--- src/hw/rtl/utf8d_pkg.sv ---
package utf8d_pkg;

    // Unit emitted for an invalid or incomplete byte ('?')
    localparam logic [15:0] REPL_UNIT = 16'h003F;

    // Sequence lengths opened by a lead byte
    localparam logic [2:0] LEN2 = 3'd2;
    localparam logic [2:0] LEN3 = 3'd3;
    localparam logic [2:0] LEN4 = 3'd4;

    // Most replacement units one byte can cause (three held plus one flushed lead)
    localparam logic [2:0] MAX_REPL = 3'd4;

    // Open multi-byte sequence
    typedef struct packed {
        logic [1:0]  pend_cnt;
        logic [2:0]  seq_len;
        logic [15:0] partial;
    } seq_state_t;

    // Results caused by one byte: rep_cnt replacements, then an optional main unit
    typedef struct packed {
        logic [2:0]  rep_cnt;
        logic        main_vld;
        logic [15:0] main_unit;
        logic        main_repl;
        logic        end_flag;
    } burst_t;

endpackage

--- src/hw/rtl/utf8d_decode.sv ---
module utf8d_decode import utf8d_pkg::*; (
    input  logic       aclk,
    input  logic       aresetn,
    input  logic       advance,
    input  logic [7:0] in_byte,
    input  logic       in_end,
    output burst_t     burst,
    output seq_state_t state
);

    seq_state_t  state_reg;
    seq_state_t  state_next;
    seq_state_t  mid_state;
    seq_state_t  fresh_state;
    logic        fresh_vld;
    logic [15:0] fresh_unit;
    logic        fresh_repl;
    logic        is_cont;
    logic [2:0]  held;
    logic [15:0] merged;
    logic [1:0]  pre_cnt;
    logic [1:0]  post_cnt;

    // Decode a byte as if no sequence were open
    always_comb begin
        fresh_state = '0;
        fresh_vld   = 1'b0;
        fresh_unit  = REPL_UNIT;
        fresh_repl  = 1'b1;
        if (in_byte[7:3] == 5'b11110) begin
            fresh_state.pend_cnt = 2'd1;
            fresh_state.seq_len  = LEN4;
            fresh_state.partial  = {13'd0, in_byte[2:0]};
        end else if (in_byte[7:4] == 4'b1110) begin
            fresh_state.pend_cnt = 2'd1;
            fresh_state.seq_len  = LEN3;
            fresh_state.partial  = {12'd0, in_byte[3:0]};
        end else if (in_byte[7:5] == 3'b110) begin
            fresh_state.pend_cnt = 2'd1;
            fresh_state.seq_len  = LEN2;
            fresh_state.partial  = {11'd0, in_byte[4:0]};
        end else if (!in_byte[7]) begin
            fresh_vld  = 1'b1;
            fresh_unit = {8'd0, in_byte};
            fresh_repl = 1'b0;
        end else begin
            // stray continuation or F8..FF
            fresh_vld = 1'b1;
        end
    end

    // Continue an open sequence, or break it and decode afresh
    always_comb begin
        is_cont         = (in_byte[7:6] == 2'b10);
        held            = {1'b0, state_reg.pend_cnt} + 3'd1;
        merged          = {state_reg.partial[9:0], in_byte[5:0]};
        mid_state       = fresh_state;
        pre_cnt         = state_reg.pend_cnt;
        burst.main_vld  = fresh_vld;
        burst.main_unit = fresh_unit;
        burst.main_repl = fresh_repl;
        if ((state_reg.pend_cnt != 2'd0) && is_cont) begin
            pre_cnt = 2'd0;
            if (held >= state_reg.seq_len) begin
                mid_state       = '0;
                burst.main_vld  = 1'b1;
                burst.main_unit = merged;
                burst.main_repl = 1'b0;
            end else begin
                mid_state.pend_cnt = held[1:0];
                mid_state.seq_len  = state_reg.seq_len;
                mid_state.partial  = merged;
                burst.main_vld     = 1'b0;
            end
        end
        // end of string flushes whatever is still held
        if (in_end) begin
            post_cnt   = mid_state.pend_cnt;
            state_next = '0;
        end else begin
            post_cnt   = 2'd0;
            state_next = mid_state;
        end
        burst.rep_cnt  = {1'b0, pre_cnt} + {1'b0, post_cnt};
        burst.end_flag = in_end;
    end

    always_ff @(posedge aclk) begin
        if (!aresetn) begin
            state_reg <= '0;
        end else if (advance) begin
            state_reg <= state_next;
        end
    end

    assign state = state_reg;

endmodule

--- src/hw/rtl/utf8d_burst.sv ---
module utf8d_burst import utf8d_pkg::*; (
    input  logic        aclk,
    input  logic        aresetn,
    input  logic        load,
    input  burst_t      load_data,
    output logic        free,
    output logic        m_valid,
    input  logic        m_ready,
    output logic [15:0] m_code_unit,
    output logic        m_is_replacement,
    output logic        m_out_end
);

    burst_t burst_reg;
    burst_t burst_next;
    logic   busy;
    logic   last_unit;
    logic   pop;

    // Unit selection: replacements go out first, then the main unit
    always_comb begin
        busy      = (burst_reg.rep_cnt != 3'd0) || burst_reg.main_vld;
        last_unit = ((burst_reg.rep_cnt == 3'd1) && !burst_reg.main_vld)
                 || ((burst_reg.rep_cnt == 3'd0) && burst_reg.main_vld);
        pop       = busy && m_ready;
        free      = !busy || (m_ready && last_unit);
    end

    always_comb begin
        m_valid = busy;
        if (burst_reg.rep_cnt != 3'd0) begin
            m_code_unit      = REPL_UNIT;
            m_is_replacement = 1'b1;
        end else begin
            m_code_unit      = burst_reg.main_unit;
            m_is_replacement = burst_reg.main_repl;
        end
        m_out_end = burst_reg.end_flag && last_unit;
    end

    // Load a fresh burst, or count down one transfer
    always_comb begin
        burst_next = burst_reg;
        if (load) begin
            burst_next = load_data;
        end else if (pop) begin
            if (burst_reg.rep_cnt != 3'd0) begin
                burst_next.rep_cnt = burst_reg.rep_cnt - 3'd1;
            end else begin
                burst_next.main_vld = 1'b0;
            end
        end
    end

    always_ff @(posedge aclk) begin
        if (!aresetn) begin
            burst_reg <= '0;
        end else begin
            burst_reg <= burst_next;
        end
    end

endmodule

--- src/hw/rtl/utf8_to_ucs2_decoder_top.sv ---
// A byte taken in waits in the input register until the result register is free, then
// is loaded into the result register, which raises m_valid if the byte gives a unit.
// Throughput: one byte per cycle while each byte gives at most one unit and m_ready
// stays high; a byte giving k units (up to 4) holds the result register until all k are taken.
// Reset (aresetn low, synchronous) empties both registers and closes any sequence.
module utf8_to_ucs2_decoder_top import utf8d_pkg::*; (
    input  logic        aclk,
    input  logic        aresetn,
    input  logic        s_valid,
    output logic        s_ready,
    input  logic [7:0]  s_in_byte,
    input  logic        s_in_end,
    output logic        m_valid,
    input  logic        m_ready,
    output logic [15:0] m_code_unit,
    output logic        m_is_replacement,
    output logic        m_out_end
);

    logic       in_vld_reg;
    logic       in_vld_next;
    logic [7:0] in_byte_reg;
    logic       in_end_reg;
    logic       burst_free;
    logic       load;
    burst_t     dec_burst;
    seq_state_t seq_state;

    // Input register hands over whenever the result register can take a burst
    always_comb begin
        load        = in_vld_reg && burst_free;
        s_ready     = !in_vld_reg || burst_free;
        in_vld_next = in_vld_reg;
        if (s_valid && s_ready) begin
            in_vld_next = 1'b1;
        end else if (load) begin
            in_vld_next = 1'b0;
        end
    end

    always_ff @(posedge aclk) begin
        if (!aresetn) begin
            in_vld_reg <= 1'b0;
        end else begin
            in_vld_reg <= in_vld_next;
        end
    end

    always_ff @(posedge aclk) begin
        if (s_valid && s_ready) begin
            in_byte_reg <= s_in_byte;
            in_end_reg  <= s_in_end;
        end
    end

    utf8d_decode u_decode (
        .aclk    (aclk),
        .aresetn (aresetn),
        .advance (load),
        .in_byte (in_byte_reg),
        .in_end  (in_end_reg),
        .burst   (dec_burst),
        .state   (seq_state)
    );

    utf8d_burst u_burst (
        .aclk             (aclk),
        .aresetn          (aresetn),
        .load             (load),
        .load_data        (dec_burst),
        .free             (burst_free),
        .m_valid          (m_valid),
        .m_ready          (m_ready),
        .m_code_unit      (m_code_unit),
        .m_is_replacement (m_is_replacement),
        .m_out_end        (m_out_end)
    );

    // Checks
    a_repl_bound: assert property (@(posedge aclk) disable iff (!aresetn)
        load |-> (dec_burst.rep_cnt <= MAX_REPL))
        else $error("replacement count out of range");

    a_open_seq: assert property (@(posedge aclk) disable iff (!aresetn)
        (seq_state.pend_cnt != 2'd0) |->
            ((seq_state.seq_len >= LEN2) && (seq_state.seq_len <= LEN4)
             && ({1'b0, seq_state.pend_cnt} < seq_state.seq_len)))
        else $error("open sequence inconsistent");

    a_end_clears: assert property (@(posedge aclk) disable iff (!aresetn)
        (load && in_end_reg) |=> (seq_state.pend_cnt == 2'd0))
        else $error("sequence left open after end of string");

    a_end_emits: assert property (@(posedge aclk) disable iff (!aresetn)
        (load && in_end_reg) |-> ((dec_burst.rep_cnt != 3'd0) || dec_burst.main_vld))
        else $error("end of string byte gave no unit");

endmodule
--- config.mk ---
export PLATFORM = sky130hd
export DESIGN_NAME = utf8_to_ucs2_decoder_top
export DESIGN_NICKNAME = d
export VERILOG_FILES = /design/src/hw/rtl/utf8d_pkg.sv /design/src/hw/rtl/utf8d_decode.sv /design/src/hw/rtl/utf8d_burst.sv /design/src/hw/rtl/utf8_to_ucs2_decoder_top.sv
export SDC_FILE = /design/constraint.sdc
export NUM_CORES = 1
export LEC_CHECK = 0
export ABC_AREA = 1
export BUFFER_PORTS_ARGS = -buffer_cell sky130_fd_sc_hd__buf_2
export CELL_PAD_IN_SITES_DETAIL_PLACEMENT = 0
export CELL_PAD_IN_SITES_GLOBAL_PLACEMENT = 1
export CORE_MARGIN = 5
export CORE_UTILIZATION = 39
export CTS_BUF_LIST = sky130_fd_sc_hd__clkbuf_8
export DETAILED_ROUTE_END_ITERATION = 10
export PLACE_DENSITY = 0.75
export SYNTH_ARGS = -nofsm -noshare
export SYNTH_HDL_FRONTEND = slang
export SYNTH_SLANG_ARGS = --single-unit
--- constraint.sdc ---
create_clock -name aclk -period 2.6 [get_ports aclk]
set_input_delay 0.13 -clock aclk [delete_from_list [all_inputs] [get_ports aclk]]
set_output_delay 0.13 -clock aclk [all_outputs]
set_load 0.05 [all_outputs]
==> flow_summary.ini, run 1 <==
[drt]
ant_nets = 0
m1WireLength_um = 2350
wl_met3_um = 250
avgViaCountPerCell = 4.64
finalWirelength_um = 4820
num_vias = 1845
highest-signal-layer = met4
wl_per_cell_um = 12.1
drt_iter0_drc = 88
dr.pass1.iters = 4
wl_met2_um = 2150
drc = 0

[setup_path]
path_class = flip-flop to flip-flop
slowest_stage = fa_1
r2r-start = u_decode.state[19]$_SDFFE_PN0P_
cp.required_ns = 2.83
critPathCaptureType = flip-flop
cp_slowest_stage_delay_ns = 0.34
critical-path-top-delay-family = adder cells
startpoint = u_decode.state[19]$_SDFFE_PN0P_
cp.arrival_ns = 2.68
path_cells = buf_4, ha_1, ha_1, a21oi_2, nand2_2, nand2_2, o21ai_2, nor2_1, ha_1, inv_1, fa_1, nand3b_1, nand2_1, nand2_1, a21oi_1
r2r_slack_ns = 0.16
cp_common_cell = ha_1
critPathLaunchType = flip-flop
critPathBufInv = 2
worstPathMaxFanout = 5

[sta]
setup_viol = 0
period_needed_ns = 2.44
fin_crit_sh_pct = 94.0
clock_skew_ns = 0.00988
rsz0062_at_grt = no
maxSlewViolCount = 0
fin_hold_ws_ns = 0.142
max_slew_margin_pct = 52.5
tns_ns = 0
hold_viol_final = 0
fmax_ghz = 0.409
worstMarginPinSlew_ns = 0.711

[cts]
clock-sinks = 47
cts_tree = yes
clk_root_buffer_cell = clkbuf_8
cts_setup_buffers = 0
htree_levels = 2
path_clk_slew_ns = 0.09
cts.path.max_buffers = 2
cts_buffers = 5
clk_latency_ns = 0.30

[logic_synthesis]
synthesis.nets = 304
seq_area_frac_synth_pct = 45.5
synthArstFlopShare_pct = 0
synth-seq-cells = 47
synth-edff-count = 9
syn_inst = 281
synthDistinctLibCells = 31
synth.avg_cell_area_um2 = 8.07
ys_warn_count = 0
ys.flop_type = dfxtp_1
synth_area_mm2 = 0.00227

[pwr]
power_mw = 3.53
irDropWorstVdd_mv = 1.24
leakage_nw = 1.20
powerDensity_mw_per_mm2 = 1300

[run_status]
status = completed

[grt]
antenna_found_initial = 0
grt_pass1_wl_um = 8200
grt_pass1_vias = 1799
grt_max_degree = 22
grt-ovfl-total = 0
track_usage_pct = 13.9

[floorplanning]
ios = 33
fp.dieH_um = 86.2
die_area_mm2 = 0.00744
core_mm2 = 0.00557
die_x_um = 86.2
start_util_pct = 40.7
rows = 27

[job]
drv_cap = 0

[placement]
dp.final_hpwl_um = 3520
port_buffers = 32
place_congestion = 0.772

[finish]
fin_nets = 348
antenna_cells = 0
syn2layout_area_growth_pct = 19.5
drive_gt1_share_pct = 24.2
largest_reg_flops = 22

[worst_hold_path]
holdCritStartpoint = s_valid
worstHoldPathType = primary input to flip-flop
-- metal layers --
| metal | up-vias | track usage [%] |
|---|---|---|
| met1 | 822 | 18.3 |
| li1 | 985 | - |
| met5 | - | 0 |
| met4 | 0 | 4.39 |
| met3 | 5 | 3.71 |
| met2 | 33 | 22.3 |
-- Yosys cell counts, types with 2 or more instances --
library cell	n	area (µm²)
o22ai_1	4	25.0
a22oi_1	7	52.6
or2_2	7	43.8
edfxtp_1	9	270
nor3_2	2	20.0
dfxtp_1	38	761
nor2_1	46	173
nor3_1	4	20.0
nand2_4	5	56.3
o21ai_0	15	75.1
nand3_1	8	40.0
ha_1	9	113
inv_2	5	18.8
buf_2	3	15.0
inv_1	33	124
clkbuf_1	3	11.3
a21oi_1	17	85.1
nand2_1	47	176
nand2_2	3	18.8
a211oi_2	2	25.0
o21ai_1	2	10.0
buf_6	2	22.5
nor2_2	2	12.5
-- placed cells by master (no fill, tap or decap), types with 2 or more instances in the layout --
cell type       n
nor2_1         46
nand2_1        45
dfxtp_1        37
inv_1          33
buf_2          32
a21oi_1        16
o21ai_0        15
ha_1            9
dlygate4sd3_1   9
edfxtp_1        9
nand3_1         8
or2_2           7
a22oi_1         7
inv_2           5
nand2_4         5
nand2_2         5
clkbuf_8        5
buf_4           5
nor3_1          4
o22ai_1         4
inv_4           2
nor2_2          2
a211oi_2        2
nor3_2          2
-- worst register-to-register path: stages (launching register included) --
cell and delay [ns]:
dfxtp_1 0.32, buf_4 0.15, ha_1 0.19, ha_1 0.30, a21oi_2 0.15, nand2_2 0.09, nand2_2 0.08, o21ai_2 0.06
nor2_1 0.11, ha_1 0.15, inv_1 0.05, fa_1 0.34, nand3b_1 0.15, nand2_1 0.07, nand2_1 0.05, a21oi_1 0.11
-- logic make-up (layout without fill, tap and decap cells) --
group | Yosys count | count (layout) | synth area share (%)
simple gates | 126 | 126 | 25.8
compound gates | 49 | 49 | 13.1
buf+inv | 48 | 93 | 9.38
flops | 47 | 47 | 45.5
fa+ha+maj | 10 | 10 | 5.85
xor+xnor | 1 | 1 | 0.386
-- power breakdown --
part | total [mW] | switching, mW | leakage, nW | internal (mW)
registers | 1.01 | 0.0947 | 0.398 | 0.911
clock network | 0.553 | 0.262 | 0.0591 | 0.291
logic | 1.97 | 1.41 | 0.745 | 0.560
total | 3.53 | 1.77 | 1.20 | 1.76
-- final cells by class --
cell class / instances / area (µm²)
sequential: 47 / 1030
multi-input combinational: 186 / 1040
clock inverter: 3 / 45.0
inverter: 39 / 149
tap: 72 / 90.1
fill: 588 / 2870
clock buffer: 5 / 68.8
timing repair buffer: 46 / 288
-- stage by stage --
| step | area [µm²] | util (%) | instances | setup slack [ns] |
|---|---|---|---|---|
| after floorplan | 2270 | - | 281 | 0.134 |
| after global placement | 2490 | 44.7 | 381 | 0.203 |
| after detailed placement | 2490 | 44.7 | 381 | 0.125 |
| after CTS | 2700 | 48.4 | 398 | 0.102 |
| after global routing | 2710 | 48.6 | 398 | 0.00293 |
| final | 2710 | 48.6 | 398 | 0.156 |
-- path summary, 6_finish.rpt --
path,cells after the start,endpoint
max reg2reg,15,u_burst.burst_reg[21]$_SDFFE_PN0P_
min reg2reg,2,u_decode.state[2]$_SDFFE_PN0P_
min,3,in_vld_reg$_SDFFE_PN0P_
max,15,u_burst.burst_reg[21]$_SDFFE_PN0P_
-- timing repair --
item                                   in CTS  in global routing
setup endpoints to repair                   0                  2
hold buffers                                9                  0
endpoints found under the hold margin       9                  0
gates resized for setup                     0                  5
No activity file was read; power rests on OpenSTA's default activity.
==> inputs of run 2 (changes only) <==
--- a/config.mk
+++ b/config.mk
@@ -16,2 +16,3 @@
 export PLACE_DENSITY = 0.75
+export REMOVE_ABC_BUFFERS = 1
 export SYNTH_ARGS = -nofsm -noshare
==> constraint.sdc (replaced) <==
create_clock -name aclk -period 2.6 [get_ports aclk]
set_input_delay 0.52 -clock aclk [delete_from_list [all_inputs] [get_ports aclk]]
set_output_delay 0.52 -clock aclk [all_outputs]
set_load 0.05 [all_outputs]
==> flow_summary.ini, run 2 (synthesized netlist as in run 1, its figures left out) <==
[run_status]
status = completed

[floorplanning]
core_mm2 = 0.00557
die_x_um = 86.2
fp.dieH_um = 86.2
ios = 33
rows = 27
die_area_mm2 = 0.00744
start_util_pct = 40.7

[sta]
period_needed_ns = 2.39
worstMarginPinSlew_ns = 0.716
hold_viol_final = 0
clock_skew_ns = 0.00630
fmax_ghz = 0.418
setup_viol = 0
setup_ws_ns = 0.208
max_slew_margin_pct = 52.2
maxSlewViolCount = 0
fin_crit_sh_pct = 92.0

[placement]
dp.final_hpwl_um = 3540
place_congestion = 0.817
dpl-instance-area_mm2 = 0.00249
dp_slack_ns = 0.104
port_buffers = 32

[setup_path]
critPathLaunchType = flip-flop
path_class = flip-flop to flip-flop
cp.arrival_ns = 2.61
critPathCaptureType = flip-flop
ff2ff_path_depth = 15
r2r_slack_ns = 0.21
path_cells = buf_4, ha_2, ha_4, a21oi_2, nand2_2, nand2_1, o21ai_1, nor2_1, ha_1, inv_1, fa_1, nand3b_1, nand2_1, nand2_1, a21oi_1
cp.required_ns = 2.82
cp_slowest_stage_delay_ns = 0.35
r2r-start = u_decode.state[19]$_SDFFE_PN0P_
regToRegEndpoint = u_burst.burst_reg[21]$_SDFFE_PN0P_
cp_common_cell = nand2_1
worstPathMaxFanout = 5
slowest_stage = fa_1

[finish]
antenna_cells = 0
fin_nets = 340
stdcell_area_mm2 = 0.00263
syn2layout_area_growth_pct = 16.1
largest_reg_flops = 22
drive_gt1_share_pct = 26.1
layout_common_cells = nand2_1, nor2_1, dfxtp_1

[pwr]
powerDensity_mw_per_mm2 = 1320
irDropWorstVdd_mv = 1.12
leakage_nw = 1.16

[cts]
clock-sinks = 47
cts_tree = yes
path_clk_slew_ns = 0.09
clk_latency_ns = 0.30
ctsHoldBuffers = 0
htree_levels = 2
cts_buffers = 5
cts.path.max_buffers = 2
clk_root_buffer_cell = clkbuf_8

[grt]
grt_pass1_wl_um = 8180
grt-ovfl-total = 0
track_usage_pct = 13.7
grt_max_degree = 22
grt_pass1_vias = 1764
antenna_found_initial = 0

[worst_hold_path]
hold_end = in_byte_reg[2]$_DFFE_PP_
min_path_cells = 1
worstHoldPathType = primary input to flip-flop
holdCritStartpoint = s_in_byte[2]

[drt]
wl_per_cell_um = 12.2
num_vias = 1793
drc = 0
ant_nets = 0
drt_iter0_drc = 70
avgViaCountPerCell = 4.60
finalWirelength_um = 4770
dr.pass1.iters = 4

[job]
drv_cap = 0
## run 2: cell types whose count changed in the layout (fill, tap and decap cells not counted), sizes merged
cell,change
buf,+1
bufinv,-1
clkbuf,+1
dlygate4sd3,-9
inv,-1
clkinv,+1
## run 2: cell type report
class | instances | area, µm²
fill | 572 | 2940
sequential | 47 | 1030
inverter | 39 | 149
clock inverter | 2 | 13.8
multi-input combinational | 186 | 1060
timing repair buffer | 38 | 205
clock buffer | 6 | 82.6
tap | 72 | 90.1
## run 2: worst max-delay path by stage
stage | slack (ns) | cells after the start | to | from
after floorplan | 0.13 | 14 | u_burst.burst_reg[20]$_SDFFE_PN0P_ | u_decode.state[19]$_SDFFE_PN0P_
after global routing | -0.005 | 15 | u_burst.burst_reg[21]$_SDFFE_PN0P_ | u_decode.state[19]$_SDFFE_PN0P_
after detailed placement | 0.10 | 15 | u_burst.burst_reg[21]$_SDFFE_PN0P_ | u_decode.state[20]$_SDFFE_PN0P_
after CTS | 0.09 | 15 | u_burst.burst_reg[21]$_SDFFE_PN0P_ | u_decode.state[20]$_SDFFE_PN0P_
after global placement | 0.21 | 14 | u_burst.burst_reg[20]$_SDFFE_PN0P_ | u_decode.state[20]$_SDFFE_PN0P_
final | 0.21 | 15 | u_burst.burst_reg[21]$_SDFFE_PN0P_ | u_decode.state[19]$_SDFFE_PN0P_
## run 2: per-stage QoR
step | cells | power [mW] | TNS [ns] | hold WS, ns | utilization (%)
floorplan | 272 | 2.57 | 0 | 0.442 | -
global placement | 381 | 2.99 | 0 | 0.454 | 44.7
detailed placement | 381 | 3.00 | 0 | 0.455 | 44.7
CTS | 389 | 3.47 | 0 | 0.383 | 46.4
global route | 390 | 3.74 | -0.00496 | 0.372 | 47.2
finish | 390 | 3.46 | 0 | 0.389 | 47.2
## run 2: worst max-delay path: cells and delay by family (launching register included)
family,cells,cell delay (ns)
AO/OA/AOI/OAI,3,0.33
adder cells (fa/ha/maj),4,0.91
buffers and inverters,2,0.18
AND/OR/NAND/NOR,6,0.57
flip-flops,1,0.32
## run 2: routing by layer
| metal | GRT usage, % | up-vias | part of all wire [%] |
|---|---|---|---|
| met5 | 0 | - | 0 |
| met4 | 3.40 | 0 | 1.0 |
| met3 | 3.71 | 5 | 5.9 |
| met2 | 21.7 | 35 | 43 |
| met1 | 18.7 | 782 | 50 |
| li1 | - | 971 | - |
## run 2: repair_timing
action	in CTS	in global routing
setup buffers	0	1
endpoints found under the setup margin	0	2
gates resized for setup	0	8
## run 2: where the power goes
group          internal (mW)  switching [mW]
clock                  0.218           0.246
combinational          0.569            1.42
sequential             0.912          0.0993
